`src/design/voice_hysteresis_segmenter_defines.svh`:
```
// Assertion shorthands shared by the segmenter RTL.
`ifndef VOICE_HYSTERESIS_SEGMENTER_DEFINES_SVH
`define VOICE_HYSTERESIS_SEGMENTER_DEFINES_SVH

// Invariant checked at every clock edge out of reset.
`define VHS_ASSERT(name, clk, rst_n, prop, msg) \
    name: assert property (@(posedge clk) disable iff (!rst_n) (prop)) else $error(msg);

// Same-cycle implication.
`define VHS_ASSERT_IMP(name, clk, rst_n, ante, cons, msg) \
    name: assert property (@(posedge clk) disable iff (!rst_n) (ante) |-> (cons)) \
        else $error(msg);

`endif

```
`src/design/vhs_pkg.sv`:
```
`timescale 1ns / 1ps
`default_nettype none

package vhs_pkg;

    localparam int CFG_IDX_W  = 3;
    localparam int CFG_DATA_W = 16;
    localparam int ENERGY_W   = 16;
    localparam int S_TDATA_W  = 24;
    localparam int M_TDATA_W  = 24;
    localparam int CAP_W      = 9;

    // register indexes on the configuration channel
    localparam logic [CFG_IDX_W-1:0] CFG_MIN_VOICE  = 3'd0;
    localparam logic [CFG_IDX_W-1:0] CFG_HOLD       = 3'd1;
    localparam logic [CFG_IDX_W-1:0] CFG_END_SIL    = 3'd2;
    localparam logic [CFG_IDX_W-1:0] CFG_ADAPT_EN   = 3'd3;
    localparam logic [CFG_IDX_W-1:0] CFG_THRESH     = 3'd4;

    localparam logic [7:0]          RST_MIN_VOICE  = 8'd3;
    localparam logic [7:0]          RST_HOLD       = 8'd8;
    localparam logic [5:0]          RST_END_SIL    = 6'd12;
    localparam logic [ENERGY_W-1:0] RST_THRESH     = 16'd655;

    localparam logic [ENERGY_W-1:0] THRESH_FLOOR   = 16'd7;
    localparam logic [5:0]          END_SIL_MIN    = 6'd3;
    localparam logic [5:0]          END_SIL_MAX    = 6'd50;
    localparam logic [15:0]         NOISE_TRACK_N  = 16'd50;
    localparam logic [15:0]         NOISE_GATE_N   = 16'd10;
    localparam int                  END_MIN_TOTAL  = 10;
    localparam int                  END_MIN_RECENT = 2;

endpackage

`default_nettype wire

```
`src/design/vhs_ram.sv`:
```
`timescale 1ns / 1ps
`default_nettype none

module vhs_ram #(
    parameter int WIDTH = 1,
    parameter int DEPTH = 150
) (
    input  wire logic                     i_clk,
    input  wire logic                     i_we,
    input  wire logic [$clog2(DEPTH)-1:0] i_waddr,
    input  wire logic [WIDTH-1:0]         i_wdata,
    input  wire logic                     i_re,
    input  wire logic [$clog2(DEPTH)-1:0] i_raddr,
    output logic      [WIDTH-1:0]         o_rdata
);

    logic [WIDTH-1:0] r_mem [DEPTH];
    logic [WIDTH-1:0] r_rdata;

    always_ff @(posedge i_clk) begin
        if (i_we) begin
            r_mem[i_waddr] <= i_wdata;
        end
        if (i_re) begin
            r_rdata <= r_mem[i_raddr];
        end
    end

    assign o_rdata = r_rdata;

endmodule

`default_nettype wire

```
`src/design/voice_hysteresis_segmenter.sv`:
```
// Channel | Dir | Handshake                 | Payload
// s       | in  | i_s_tvalid / o_s_tready   | tuser: candidate_voice; tdata: frame_energy, end_ack
// m       | out | o_m_tvalid / i_m_tready   | tuser: voice_active; tdata: speech_end, threshold
// cfg     | in  | i_cfg_valid / o_cfg_ready | i_cfg_index, i_cfg_data
//
// A frame runs ST_PRE, ST_VOICE, ST_TRIM, ST_WRITE, ST_FIN if the noise mean does not update
// and no end check runs; a noise update adds ST_MUL to ST_UPD (16x16 multiply, then a 32-step
// restoring divider); an end check reads one bit per cycle from the RAM read port, then decides.
// Reset is synchronous; the history RAM needs no clearing, its fill count starts at zero.
// Input and register writes are taken only while idle; a register write wins over a beat.
// A waiting result does not block input; the sequencer only waits at its last step for o_m.
`timescale 1ns / 1ps
`default_nettype none
`include "voice_hysteresis_segmenter_defines.svh"

module voice_hysteresis_segmenter
    import vhs_pkg::*;
#(
    parameter int HISTORY_DEPTH = 150
) (
    input  wire logic                  i_clk,
    input  wire logic                  i_rst_n,
    input  wire logic                  i_s_tvalid,
    output logic                       o_s_tready,
    input  wire logic [S_TDATA_W-1:0]  i_s_tdata,   // [15:0] frame_energy, [16] end_ack
    input  wire logic                  i_s_tuser,   // [0] candidate_voice
    output logic                       o_m_tvalid,
    input  wire logic                  i_m_tready,
    output logic      [M_TDATA_W-1:0]  o_m_tdata,   // [0] speech_end, [16:1] adapted_threshold
    output logic                       o_m_tuser,   // [0] voice_active
    input  wire logic                  i_cfg_valid,
    output logic                       o_cfg_ready,
    input  wire logic [CFG_IDX_W-1:0]  i_cfg_index,
    input  wire logic [CFG_DATA_W-1:0] i_cfg_data
);

    localparam int HIST_AW = $clog2(HISTORY_DEPTH);
    localparam int LEN_W   = $clog2(HISTORY_DEPTH + 1);

    typedef enum logic [3:0] {
        ST_IDLE, ST_PRE, ST_MUL, ST_SUM, ST_DIV, ST_UPD, ST_VOICE,
        ST_TRIM, ST_WRITE, ST_WALK, ST_DECIDE, ST_FIN
    } t_state;

    t_state r_state;

    // configuration
    logic [7:0] r_min_voice;
    logic [7:0] r_hold;
    logic [5:0] r_end_sil;
    logic       r_adapt;

    // frame in work
    logic                r_cand;
    logic [ENERGY_W-1:0] r_energy;
    logic                r_ack;

    // segmenter state
    logic [7:0]          r_voice_run;
    logic [7:0]          r_sil_run;
    logic                r_voice_state;
    logic [15:0]         r_noise_mean;
    logic [15:0]         r_noise_frames;
    logic [ENERGY_W-1:0] r_energy_limit;
    logic [7:0]          r_end_run;
    logic                r_end_pend;
    logic [HIST_AW-1:0]  r_head;
    logic [LEN_W-1:0]    r_hist_len;

    // multiply / divide datapath of the noise update
    logic [31:0] r_prod;
    logic [31:0] r_dvd;
    logic [15:0] r_rem;
    logic [4:0]  r_div_cnt;

    // history walk
    logic [LEN_W-1:0] r_walk_idx;
    logic             r_rd_valid;
    logic [LEN_W-1:0] r_rd_pos;
    logic [LEN_W-1:0] r_total;
    logic [LEN_W-1:0] r_recent;

    // output register
    logic                r_m_valid;
    logic                r_out_voice;
    logic                r_out_end;
    logic [ENERGY_W-1:0] r_out_thr;

    logic [5:0]          need;
    logic [7:0]          need3;
    logic [LEN_W-1:0]    cap;
    logic [LEN_W-1:0]    trim_drop;
    logic [16:0]         rem_sh;
    logic                rem_ge;
    logic [16:0]         rem_sub;
    logic [15:0]         q_sat;
    logic [16:0]         q_dbl;
    logic [15:0]         lim_new;
    logic [7:0]          minv;
    logic [7:0]          hold;
    logic [7:0]          n_voice_run_inc;
    logic [7:0]          n_sil_run_inc;
    logic [7:0]          n_end_run_inc;
    logic [15:0]         n_noise_frames;
    logic [17:0]         noise3;
    logic                ram_we;
    logic                ram_re;
    logic [HIST_AW-1:0]  ram_waddr;
    logic [HIST_AW-1:0]  ram_raddr;
    logic                ram_rdata;

    function automatic logic [HIST_AW-1:0] hist_wrap(input logic [HIST_AW-1:0] base,
                                                     input logic [LEN_W-1:0]   off);
        logic [LEN_W:0] sum;
        sum = (LEN_W+1)'(base) + (LEN_W+1)'(off);
        if (sum >= (LEN_W+1)'(HISTORY_DEPTH)) begin
            sum = sum - (LEN_W+1)'(HISTORY_DEPTH);
        end
        return sum[HIST_AW-1:0];
    endfunction

    always_comb begin
        if (r_end_sil < END_SIL_MIN) begin
            need = END_SIL_MIN;
        end else if (r_end_sil > END_SIL_MAX) begin
            need = END_SIL_MAX;
        end else begin
            need = r_end_sil;
        end
        need3 = {2'b00, need} + {1'b0, need, 1'b0};
        if ({1'b0, need3} > CAP_W'(HISTORY_DEPTH)) begin
            cap = LEN_W'(HISTORY_DEPTH);
        end else begin
            cap = LEN_W'(need3);
        end
        trim_drop = r_hist_len - cap + LEN_W'(1);

        // one restoring divide step
        rem_sh  = {r_rem, r_dvd[31]};
        rem_ge  = rem_sh >= {1'b0, r_noise_frames};
        rem_sub = rem_sh - {1'b0, r_noise_frames};

        q_sat   = (|r_dvd[31:16]) ? 16'hFFFF : r_dvd[15:0];
        q_dbl   = {q_sat, 1'b0};
        if (q_dbl[16]) begin
            lim_new = 16'hFFFF;
        end else if (q_dbl[15:0] < THRESH_FLOOR) begin
            lim_new = THRESH_FLOOR;
        end else begin
            lim_new = q_dbl[15:0];
        end

        minv = (r_min_voice == 8'd0) ? 8'd1 : r_min_voice;
        hold = (r_hold == 8'd0) ? 8'd1 : r_hold;
        n_voice_run_inc = (r_voice_run == 8'hFF) ? r_voice_run : r_voice_run + 8'd1;
        n_sil_run_inc   = (r_sil_run == 8'hFF) ? r_sil_run : r_sil_run + 8'd1;
        n_end_run_inc   = (r_end_run == 8'hFF) ? r_end_run : r_end_run + 8'd1;
        n_noise_frames  = (r_noise_frames == 16'hFFFF) ? r_noise_frames
                                                       : r_noise_frames + 16'd1;
        noise3 = {2'b00, r_noise_mean} + {1'b0, r_noise_mean, 1'b0};

        ram_we    = (r_state == ST_WRITE);
        ram_waddr = hist_wrap(r_head, r_hist_len);
        ram_re    = (r_state == ST_WALK) && (r_walk_idx < r_hist_len);
        ram_raddr = hist_wrap(r_head, r_walk_idx);
    end

    vhs_ram #(
        .WIDTH (1),
        .DEPTH (HISTORY_DEPTH)
    ) u_hist_ram (
        .i_clk   (i_clk),
        .i_we    (ram_we),
        .i_waddr (ram_waddr),
        .i_wdata (~r_voice_state),
        .i_re    (ram_re),
        .i_raddr (ram_raddr),
        .o_rdata (ram_rdata)
    );

    always_ff @(posedge i_clk) begin
        if (!i_rst_n) begin
            r_state        <= ST_IDLE;
            r_min_voice    <= RST_MIN_VOICE;
            r_hold         <= RST_HOLD;
            r_end_sil      <= RST_END_SIL;
            r_adapt        <= 1'b0;
            r_voice_run    <= 8'd0;
            r_sil_run      <= 8'd0;
            r_voice_state  <= 1'b0;
            r_noise_mean   <= 16'd0;
            r_noise_frames <= 16'd0;
            r_energy_limit <= RST_THRESH;
            r_end_run      <= 8'd0;
            r_end_pend     <= 1'b0;
            r_head         <= '0;
            r_hist_len     <= '0;
            r_rd_valid     <= 1'b0;
            r_m_valid      <= 1'b0;
        end else begin
            // in ST_FIN a taken beat is replaced by the new result below
            if (r_m_valid && i_m_tready && (r_state != ST_FIN)) begin
                r_m_valid <= 1'b0;
            end

            unique case (r_state)
                ST_IDLE: begin
                    if (i_s_tvalid && !i_cfg_valid) begin
                        r_cand   <= i_s_tuser;
                        r_energy <= i_s_tdata[ENERGY_W-1:0];
                        r_ack    <= i_s_tdata[ENERGY_W];
                        r_state  <= ST_PRE;
                    end
                end
                ST_PRE: begin
                    if (r_ack && r_end_pend) begin
                        r_end_pend <= 1'b0;
                        r_end_run  <= 8'd0;
                        r_hist_len <= '0;
                    end
                    if (r_adapt && (r_energy < r_energy_limit)) begin
                        r_noise_frames <= n_noise_frames;
                        r_state        <= ST_MUL;
                    end else begin
                        r_state <= ST_VOICE;
                    end
                end
                ST_MUL: begin
                    r_prod  <= 32'(r_noise_mean) * 32'(r_noise_frames - 16'd1);
                    r_state <= ST_SUM;
                end
                ST_SUM: begin
                    // mean * (n-1) + e + n/2, then divide by n (round half up)
                    r_dvd     <= r_prod + 32'(r_energy) + 32'(r_noise_frames[15:1]);
                    r_rem     <= 16'd0;
                    r_div_cnt <= 5'd0;
                    r_state   <= ST_DIV;
                end
                ST_DIV: begin
                    r_rem     <= rem_ge ? rem_sub[15:0] : rem_sh[15:0];
                    r_dvd     <= {r_dvd[30:0], rem_ge};
                    r_div_cnt <= r_div_cnt + 5'd1;
                    if (r_div_cnt == 5'd31) begin
                        r_state <= ST_UPD;
                    end
                end
                ST_UPD: begin
                    r_noise_mean <= q_sat;
                    if (r_noise_frames > NOISE_TRACK_N) begin
                        r_energy_limit <= lim_new;
                    end
                    r_state <= ST_VOICE;
                end
                ST_VOICE: begin
                    if (r_cand) begin
                        r_voice_run <= n_voice_run_inc;
                        r_sil_run   <= (r_sil_run == 8'd0) ? 8'd0 : r_sil_run - 8'd1;
                        if (n_voice_run_inc >= minv) begin
                            if (r_adapt && (r_noise_frames > NOISE_GATE_N)) begin
                                if ({2'b00, r_energy} > noise3) begin
                                    r_voice_state <= 1'b1;
                                end
                            end else begin
                                r_voice_state <= 1'b1;
                            end
                        end
                    end else begin
                        r_sil_run   <= n_sil_run_inc;
                        r_voice_run <= (r_voice_run > 8'd2) ? r_voice_run - 8'd2 : 8'd0;
                        if (n_sil_run_inc >= hold) begin
                            r_voice_state <= 1'b0;
                        end
                    end
                    r_state <= ST_TRIM;
                end
                ST_TRIM: begin
                    // drop the oldest entries so the new bit fits under the cap
                    if (r_hist_len >= cap) begin
                        r_head     <= hist_wrap(r_head, trim_drop);
                        r_hist_len <= cap - LEN_W'(1);
                    end
                    r_state <= ST_WRITE;
                end
                ST_WRITE: begin
                    r_hist_len <= r_hist_len + LEN_W'(1);
                    if (r_voice_state) begin
                        r_end_run <= 8'd0;
                        r_state   <= ST_FIN;
                    end else begin
                        r_end_run <= n_end_run_inc;
                        if (n_end_run_inc >= {2'b00, need}) begin
                            r_walk_idx <= '0;
                            r_total    <= '0;
                            r_recent   <= '0;
                            r_rd_valid <= 1'b0;
                            r_state    <= ST_WALK;
                        end else begin
                            r_state <= ST_FIN;
                        end
                    end
                end
                ST_WALK: begin
                    // read data arrives in the cycle after its address
                    if (r_rd_valid && !ram_rdata) begin
                        r_total <= r_total + LEN_W'(1);
                        if (r_rd_pos >= (r_hist_len >> 1)) begin
                            r_recent <= r_recent + LEN_W'(1);
                        end
                    end
                    r_rd_valid <= ram_re;
                    r_rd_pos   <= r_walk_idx;
                    if (ram_re) begin
                        r_walk_idx <= r_walk_idx + LEN_W'(1);
                    end else if (!r_rd_valid) begin
                        r_state <= ST_DECIDE;
                    end
                end
                ST_DECIDE: begin
                    if ((32'(r_total) >= END_MIN_TOTAL) && (32'(r_recent) >= END_MIN_RECENT)) begin
                        r_end_pend <= 1'b1;
                    end else begin
                        r_end_run <= (r_end_run > 8'd2) ? r_end_run - 8'd2 : 8'd0;
                    end
                    r_state <= ST_FIN;
                end
                ST_FIN: begin
                    if (!r_m_valid || i_m_tready) begin
                        r_out_voice <= r_voice_state;
                        r_out_end   <= r_end_pend;
                        r_out_thr   <= r_energy_limit;
                        r_m_valid   <= 1'b1;
                        r_state     <= ST_IDLE;
                    end
                end
                default: begin
                    r_state <= ST_IDLE;
                end
            endcase

            // register writes arrive only while no frame is in work
            if (i_cfg_valid && o_cfg_ready) begin
                unique case (i_cfg_index)
                    CFG_MIN_VOICE: r_min_voice <= i_cfg_data[7:0];
                    CFG_HOLD:      r_hold      <= i_cfg_data[7:0];
                    CFG_END_SIL:   r_end_sil   <= i_cfg_data[5:0];
                    CFG_ADAPT_EN: begin
                        if (i_cfg_data[0] && !r_adapt) begin
                            r_noise_mean   <= 16'd0;
                            r_noise_frames <= 16'd0;
                        end
                        r_adapt <= i_cfg_data[0];
                    end
                    CFG_THRESH: begin
                        r_energy_limit <= (i_cfg_data < THRESH_FLOOR) ? THRESH_FLOOR
                                                                      : i_cfg_data;
                    end
                    default: ;
                endcase
            end
        end
    end

    assign o_s_tready  = (r_state == ST_IDLE) && !i_cfg_valid;
    assign o_cfg_ready = (r_state == ST_IDLE);
    assign o_m_tvalid  = r_m_valid;
    assign o_m_tuser   = r_out_voice;
    assign o_m_tdata   = {{(M_TDATA_W - ENERGY_W - 1){1'b0}}, r_out_thr, r_out_end};

    `VHS_ASSERT(a_len_bound, i_clk, i_rst_n, r_hist_len <= LEN_W'(HISTORY_DEPTH), "history length beyond depth")
    `VHS_ASSERT(a_head_bound, i_clk, i_rst_n, 32'(r_head) < HISTORY_DEPTH, "history head out of range")
    `VHS_ASSERT(a_limit_floor, i_clk, i_rst_n, r_energy_limit >= THRESH_FLOOR, "energy limit under floor")
    `VHS_ASSERT_IMP(a_walk_recent, i_clk, i_rst_n, r_state == ST_WALK, r_recent <= r_total, "recent count exceeds total")

endmodule

`default_nettype wire

```
`config.mk`:
```
export PLATFORM = sky130hd
export DESIGN_NAME = voice_hysteresis_segmenter
export DESIGN_NICKNAME = d
export VERILOG_FILES = /design/src/design/vhs_pkg.sv /design/src/design/vhs_ram.sv /design/src/design/voice_hysteresis_segmenter.sv
export VERILOG_INCLUDE_DIRS = /design/src /design/src/design
export SDC_FILE = /design/constraint.sdc
export NUM_CORES = 2
export LEC_CHECK = 0
export ABC_CLOCK_PERIOD_IN_PS = 18300
export BUFFER_PORTS_ARGS = -buffer_cell sky130_fd_sc_hd__buf_2
export CORE_MARGIN = 5
export CORE_UTILIZATION = 60
export CTS_CLUSTER_DIAMETER = 30
export CTS_CLUSTER_SIZE = 20
export DETAILED_ROUTE_END_ITERATION = 6
export PLACE_DENSITY_LB_ADDON = 0.1
export SLEW_MARGIN = 15
export SYNTH_ARGS = -nofsm -noshare
export SYNTH_HDL_FRONTEND = slang
export SYNTH_SLANG_ARGS = --single-unit
```
`constraint.sdc`:
```
create_clock -name i_clk -period 18.3 [get_ports i_clk]
set_input_delay 0 -clock i_clk [delete_from_list [all_inputs] [get_ports i_clk]]
set_output_delay 0 -clock i_clk [all_outputs]
set_load 0.03 [all_outputs]
```
Word-level counts from Yosys, hierarchy flattened
Memories as Yosys holds them, arrays and structs flattened. A register that Yosys moved wholly into a read port is not among the register bits. Index checks and enable logic that the tools add are counted.

Bits in registers: 272. Logic and storage cells: 247. RAM bits: 150. Memories kept: 1. Bits of input ports: 49. Output and inout bits: 28.

Memories: u_hist_ram.r_mem (depth 150, bits a word 1, read ports 1, clocked after Yosys merged registers in 1, write ports 1, line vhs_ram.sv:17) `logic [WIDTH-1:0] r_mem [DEPTH];`.

Add/subtract/negate cells: 27. Reductions and logical operators: 48. Bitwise operators: 1. Multiplexer cells: 78. Magnitude comparators: 23. Equality and inequality tests: 37. $mul: 1.

Operators by type and width (number): $mux W16 (19); $mux W8 (24); $add A8 B1 Y8 const B (8); $pmux W32 S2 (1); $pmux W4 S12 (1); $pmux W8 S2 (3); $pmux W8 S3 (2); $add A32 B15 Y32 (1); $add A32 B16 Y32 (1); $lt A16 B3 Y1 const B (2); $mul A17 B17 Y32 (1); $pmux W16 S2 (1); $add A8 B8 Y9 (3); $ge A9 B8 Y1 const B (3); $eq A8 B8 Y1 const B (3); $ge A8 B8 Y1 (3); $logic_not A8 Y1 (3); $sub A8 B8 Y8 const B (3); $mux W4 (5); $ne A2 B2 Y1 const B (10); $add A16 B17 Y18 (1); $gt A16 B18 Y1 (1); $reduce_and A3 Y1 (6); $ge A17 B16 Y1 (1); other kinds (51) (109).

Longest topological paths before layout
Depth in word-level cells: 11. Mapped depth: 32. Mapped depth without buffers: 31.

By module
From an unflattened synthesis, not the netlist that was laid out.

Cell total of the unflattened synthesis: 3665. Area total of the unflattened synthesis: 35350.2 um^2.

Modules (own cells, without submodules): voice_hysteresis_segmenter (sequential area each 6976.7 um^2, instances 1, cells an instance 3181, area an instance 28572.4 um^2); vhs_ram (sequential area each 4534.3 um^2, instances 1, cells an instance 484, area an instance 6777.8 um^2).

Worst setup path before layout
No wires, ideal clock.

Path kind: reg-to-reg. Start point: register r_noise_frames[0]. End point: register r_prod[30], data pin. Setup time: 0.258 ns. Path buffers: 2. Stages on the path, launching flop included: 31. Data arrival time: 7.223 ns. Data required time: 18.042 ns. Slack: 10.819 ns. Clock period less this slack: 7.481 ns. Cells stage by stage: dfxtp_1 -> clkbuf_1 -> inv_1 -> ha_1 -> nand3_1 -> nor3_1 -> nand3_1 -> xnor2_1 -> clkbuf_1 -> nand2_1 -> fa_1 -> inv_1 -> fa_1 -> inv_1 -> fa_1 -> inv_1 -> fa_1 -> inv_1 -> fa_1 -> inv_1 -> fa_1 -> ha_1 -> a21oi_1 -> nor2b_1 -> nor2_1 -> o211a_1 -> nor3_1 -> a211oi_1 -> o311ai_0 -> a21oi_1 -> xnor2_1.

Longest elaborated chain between the ends: 2.

RTL lines: start: declaration (line voice_hysteresis_segmenter.sv:63) `logic [15:0] r_noise_frames;`; start signal: assignment (line voice_hysteresis_segmenter.sv:222) `r_noise_frames <= n_noise_frames;`; $sub A16 B1 Y17 (line voice_hysteresis_segmenter.sv:229) `r_prod <= 32'(r_noise_mean) * 32'(r_noise_frames - 16'd1);`; $mul A17 B17 Y32 (line voice_hysteresis_segmenter.sv:229); end signal: assignment (line voice_hysteresis_segmenter.sv:229); end: declaration (line voice_hysteresis_segmenter.sv:71) `logic [31:0] r_prod;`.

No other way between the ends. A chain may end at the register's enable or synchronous reset.

Worst setup path after layout
Start point: register r_noise_frames[1]. End point: register r_prod[30], data pin.

Same word-level chain as after synthesis.

==> impl_metrics.py <==
metrics = {
    "clocking": {
        "cts_tree": "done",
        "clockBufferDepth": 3,
        "post_cts_buffers": 0,
        "cts.repair.resized": 0,
        "path_clk_slew_ns": 0.05,
        "clk-insertion-delay-late_ns": 0.67,
        "numCtsBuffers": 96,
        "htreeDepth": 3,
        "cts_num_sinks": 423,
        "cts-root-buf": "clkbuf_16",
    },
    "timing": {
        "slew_headroom": 0.184,
        "finalSetupViolations": 0,
        "drv_slew": 0,
        "post-route-min-period_ns": 8.62,
        "post-route-period-util": 0.471,
        "worst_clock_skew_ns": 0.0554,
        "whs_ns": 0.0448,
        "fin_tns_setup_ns": 0,
        "worst_pin_slew_ns": 1.22,
        "fmax_ghz": 0.116,
        "rsz0062_at_grt": "false",
        "hold_violations": 0,
    },
    "synthesis": {
        "synthCells": 3696,
        "yosysWarnings": 0,
        "synth_common_cells": "nor2_1 (398), inv_1 (378), nand2_1 (361), ha_1 (306), edfxtp_1 (304)",
        "synth_edf_count": 304,
        "avgSynthCellArea_sq_um": 9.41,
        "synthArstFlopShare": 0,
        "yosysTopAreaCellShare": 0.262,
        "synth-main-ff-cell": "edfxtp_1",
        "synth-seq-cells": 423,
        "yosysTopAreaCell": "edfxtp_1",
        "ys_top_cells_by_area": "edfxtp_1 (26%), fa_1 (14%), ha_1 (11%)",
        "netlist_area_sq_um": 34800,
        "ys_seq_area_frac": 0.331,
        "yosys.cell_types.count": 87,
        "yosysMostFrequentCell": "nor2_1",
    },
    "placement": {
        "place_congestion": 0.919,
        "placed_cells": 4416,
        "numPortBuffers": 62,
        "post-dp-hpwl_um": 63500,
    },
    "setup_path": {
        "required_ns": 18.68,
        "cp_max_fo": 16,
        "slowest_stage": "nor3_1",
        "slowest_delay_ns": 0.58,
        "cp_top_family": "adder cells",
        "cp_num_buf_inv": 7,
        "path_class": "reg2reg",
        "end_kind": "flip-flop",
        "start_kind": "flip-flop",
        "arrival_ns": 8.99,
    },
    "floorplanning": {
        "coreArea_sq_um": 57600,
        "die_x_um": 251,
        "ios": 77,
        "die_h_um": 251,
        "initial_core_util": 0.604,
        "die-area_sq_um": 62900,
        "row_count": 88,
    },
    "global_routing": {
        "grt_util_all_layers": 0.285,
        "grt_max_degree": 120,
        "grt_pass1_wl_um": 147000,
        "antenna_found_initial": 0,
        "grt_pass1_vias": 28916,
        "grt_overflow": 0,
    },
    "min_path": {
        "hold_class": "in2reg",
    },
    "layout": {
        "utilization": 0.693,
        "drive_above_1_share": 0.0856,
        "fin_cells": 4655,
        "layout.nets": 4396,
        "area_growth_pct": 14.7,
        "diodes": 0,
        "fillers": 4378,
    },
    "route": {
        "drt_iter0_markers": 2153,
        "route.detailed.drc": 0,
        "drt_pre_antenna_iters": 6,
        "vias_per_cell": 5.99,
        "antenna_left": 0,
        "via_count": 27881,
        "wire_per_inst_um": 19.3,
        "wirelength_um": 90000,
    },
    "power_and_ir_drop": {
        "power.leakage_nw": 17.1,
        "peakVddDrop_uv": 191,
        "finalPower_w": 0.00597,
        "power_density_nw_per_um2": 150,
    },
    "run": {
        "maxCapViolCount": 0,
    },
    "outcome": {
        "status": "finished clean",
    },
}
## area by class of cell
type | instances | area [sq um] | area share
Clock buffer | 108 | 2510 | 0.0629
Clock inverter | 74 | 982 | 0.0246
Inverter | 380 | 1430 | 0.0358
Multi-Input combinational cell | 2739 | 21300 | 0.533
Sequential cell | 423 | 11500 | 0.289
Tap cell | 765 | 957 | 0.0240
Timing Repair Buffer | 166 | 1230 | 0.0309
## state kept, by name, summed over array words and instances (netlist names), 16 cells and up
| signal | cells |
|---|---|
| r_dvd | 32 |
| r_energy | 16 |
| r_energy_limit | 16 |
| r_noise_frames | 16 |
| r_noise_mean | 16 |
| r_out_thr | 16 |
| r_prod | 32 |
| r_rem | 16 |
| u_hist_ram.r_mem | 150 |
## logic make-up after synthesis
kind of cell / count (synthesis) / share of synthesized area
AO/OA/AOI/OAI: 660 / 0.122
AND/OR/NAND/NOR: 1278 / 0.173
XOR/XNOR: 182 / 0.0460
other: 1 / 0.000108
multiplexers: 67 / 0.0215
buffers and inverters: 540 / 0.0598
flip-flops: 423 / 0.331
adder cells (fa/ha/maj): 545 / 0.246
## stage by stage
stage | area (sq um) | worst slack (ns)
after floorplan | 34800 | 10.82
after global placement | 35800 | 9.86
after detailed placement | 35800 | 9.76
after CTS | 39900 | 9.71
after global routing | 39900 | 9.14
final | 39900 | 9.68
## power breakdown
part           switching, W  total [W]  internal [W]  leakage [nW]
combinational       0.00163    0.00289       0.00126          11.3
sequential        0.0000583    0.00128       0.00122          4.16
clock              0.000606    0.00181       0.00120          1.67
total               0.00229    0.00597       0.00368          17.1
## cell usage in the layout (no fill, tap or decap), types with 70 or more instances in the layout
master       n
nor2_1     397
inv_1      376
nand2_1    361
ha_1       306
edfxtp_1   304
fa_1       235
a21oi_1    182
o21ai_0    146
dfxtp_1    119
xnor2_1    113
clkbuf_16   97
nor2b_1     96
nand3_1     70
## worst paths after layout
kind	slack [ns]	from	end	cells past startpoint
max	9.68	r_noise_frames[1]	r_prod[30]	29
min	0.04	i_s_tdata[9]	r_energy[9]	2
max reg2reg	9.68	r_noise_frames[1]	r_prod[30]	29
min reg2reg	0.47	r_energy_limit[15]	r_out_thr[15]	0
## metal layers
| metal | routed length [um] | track usage |
|---|---|---|
| met1 | 36800 | 0.368 |
| met2 | 43700 | 0.486 |
| met3 | 6390 | 0.0462 |
| met4 | 3200 | 0.108 |
| met5 | 0 | 0 |
## repair_timing
action | 4_1_cts | 5_1_grt
endpoints found under the hold margin | 83 | 0
setup endpoints to repair | 0 | 0
hold buffers | 57 | 0
Note: power is estimated with default switching activity, not from simulation.
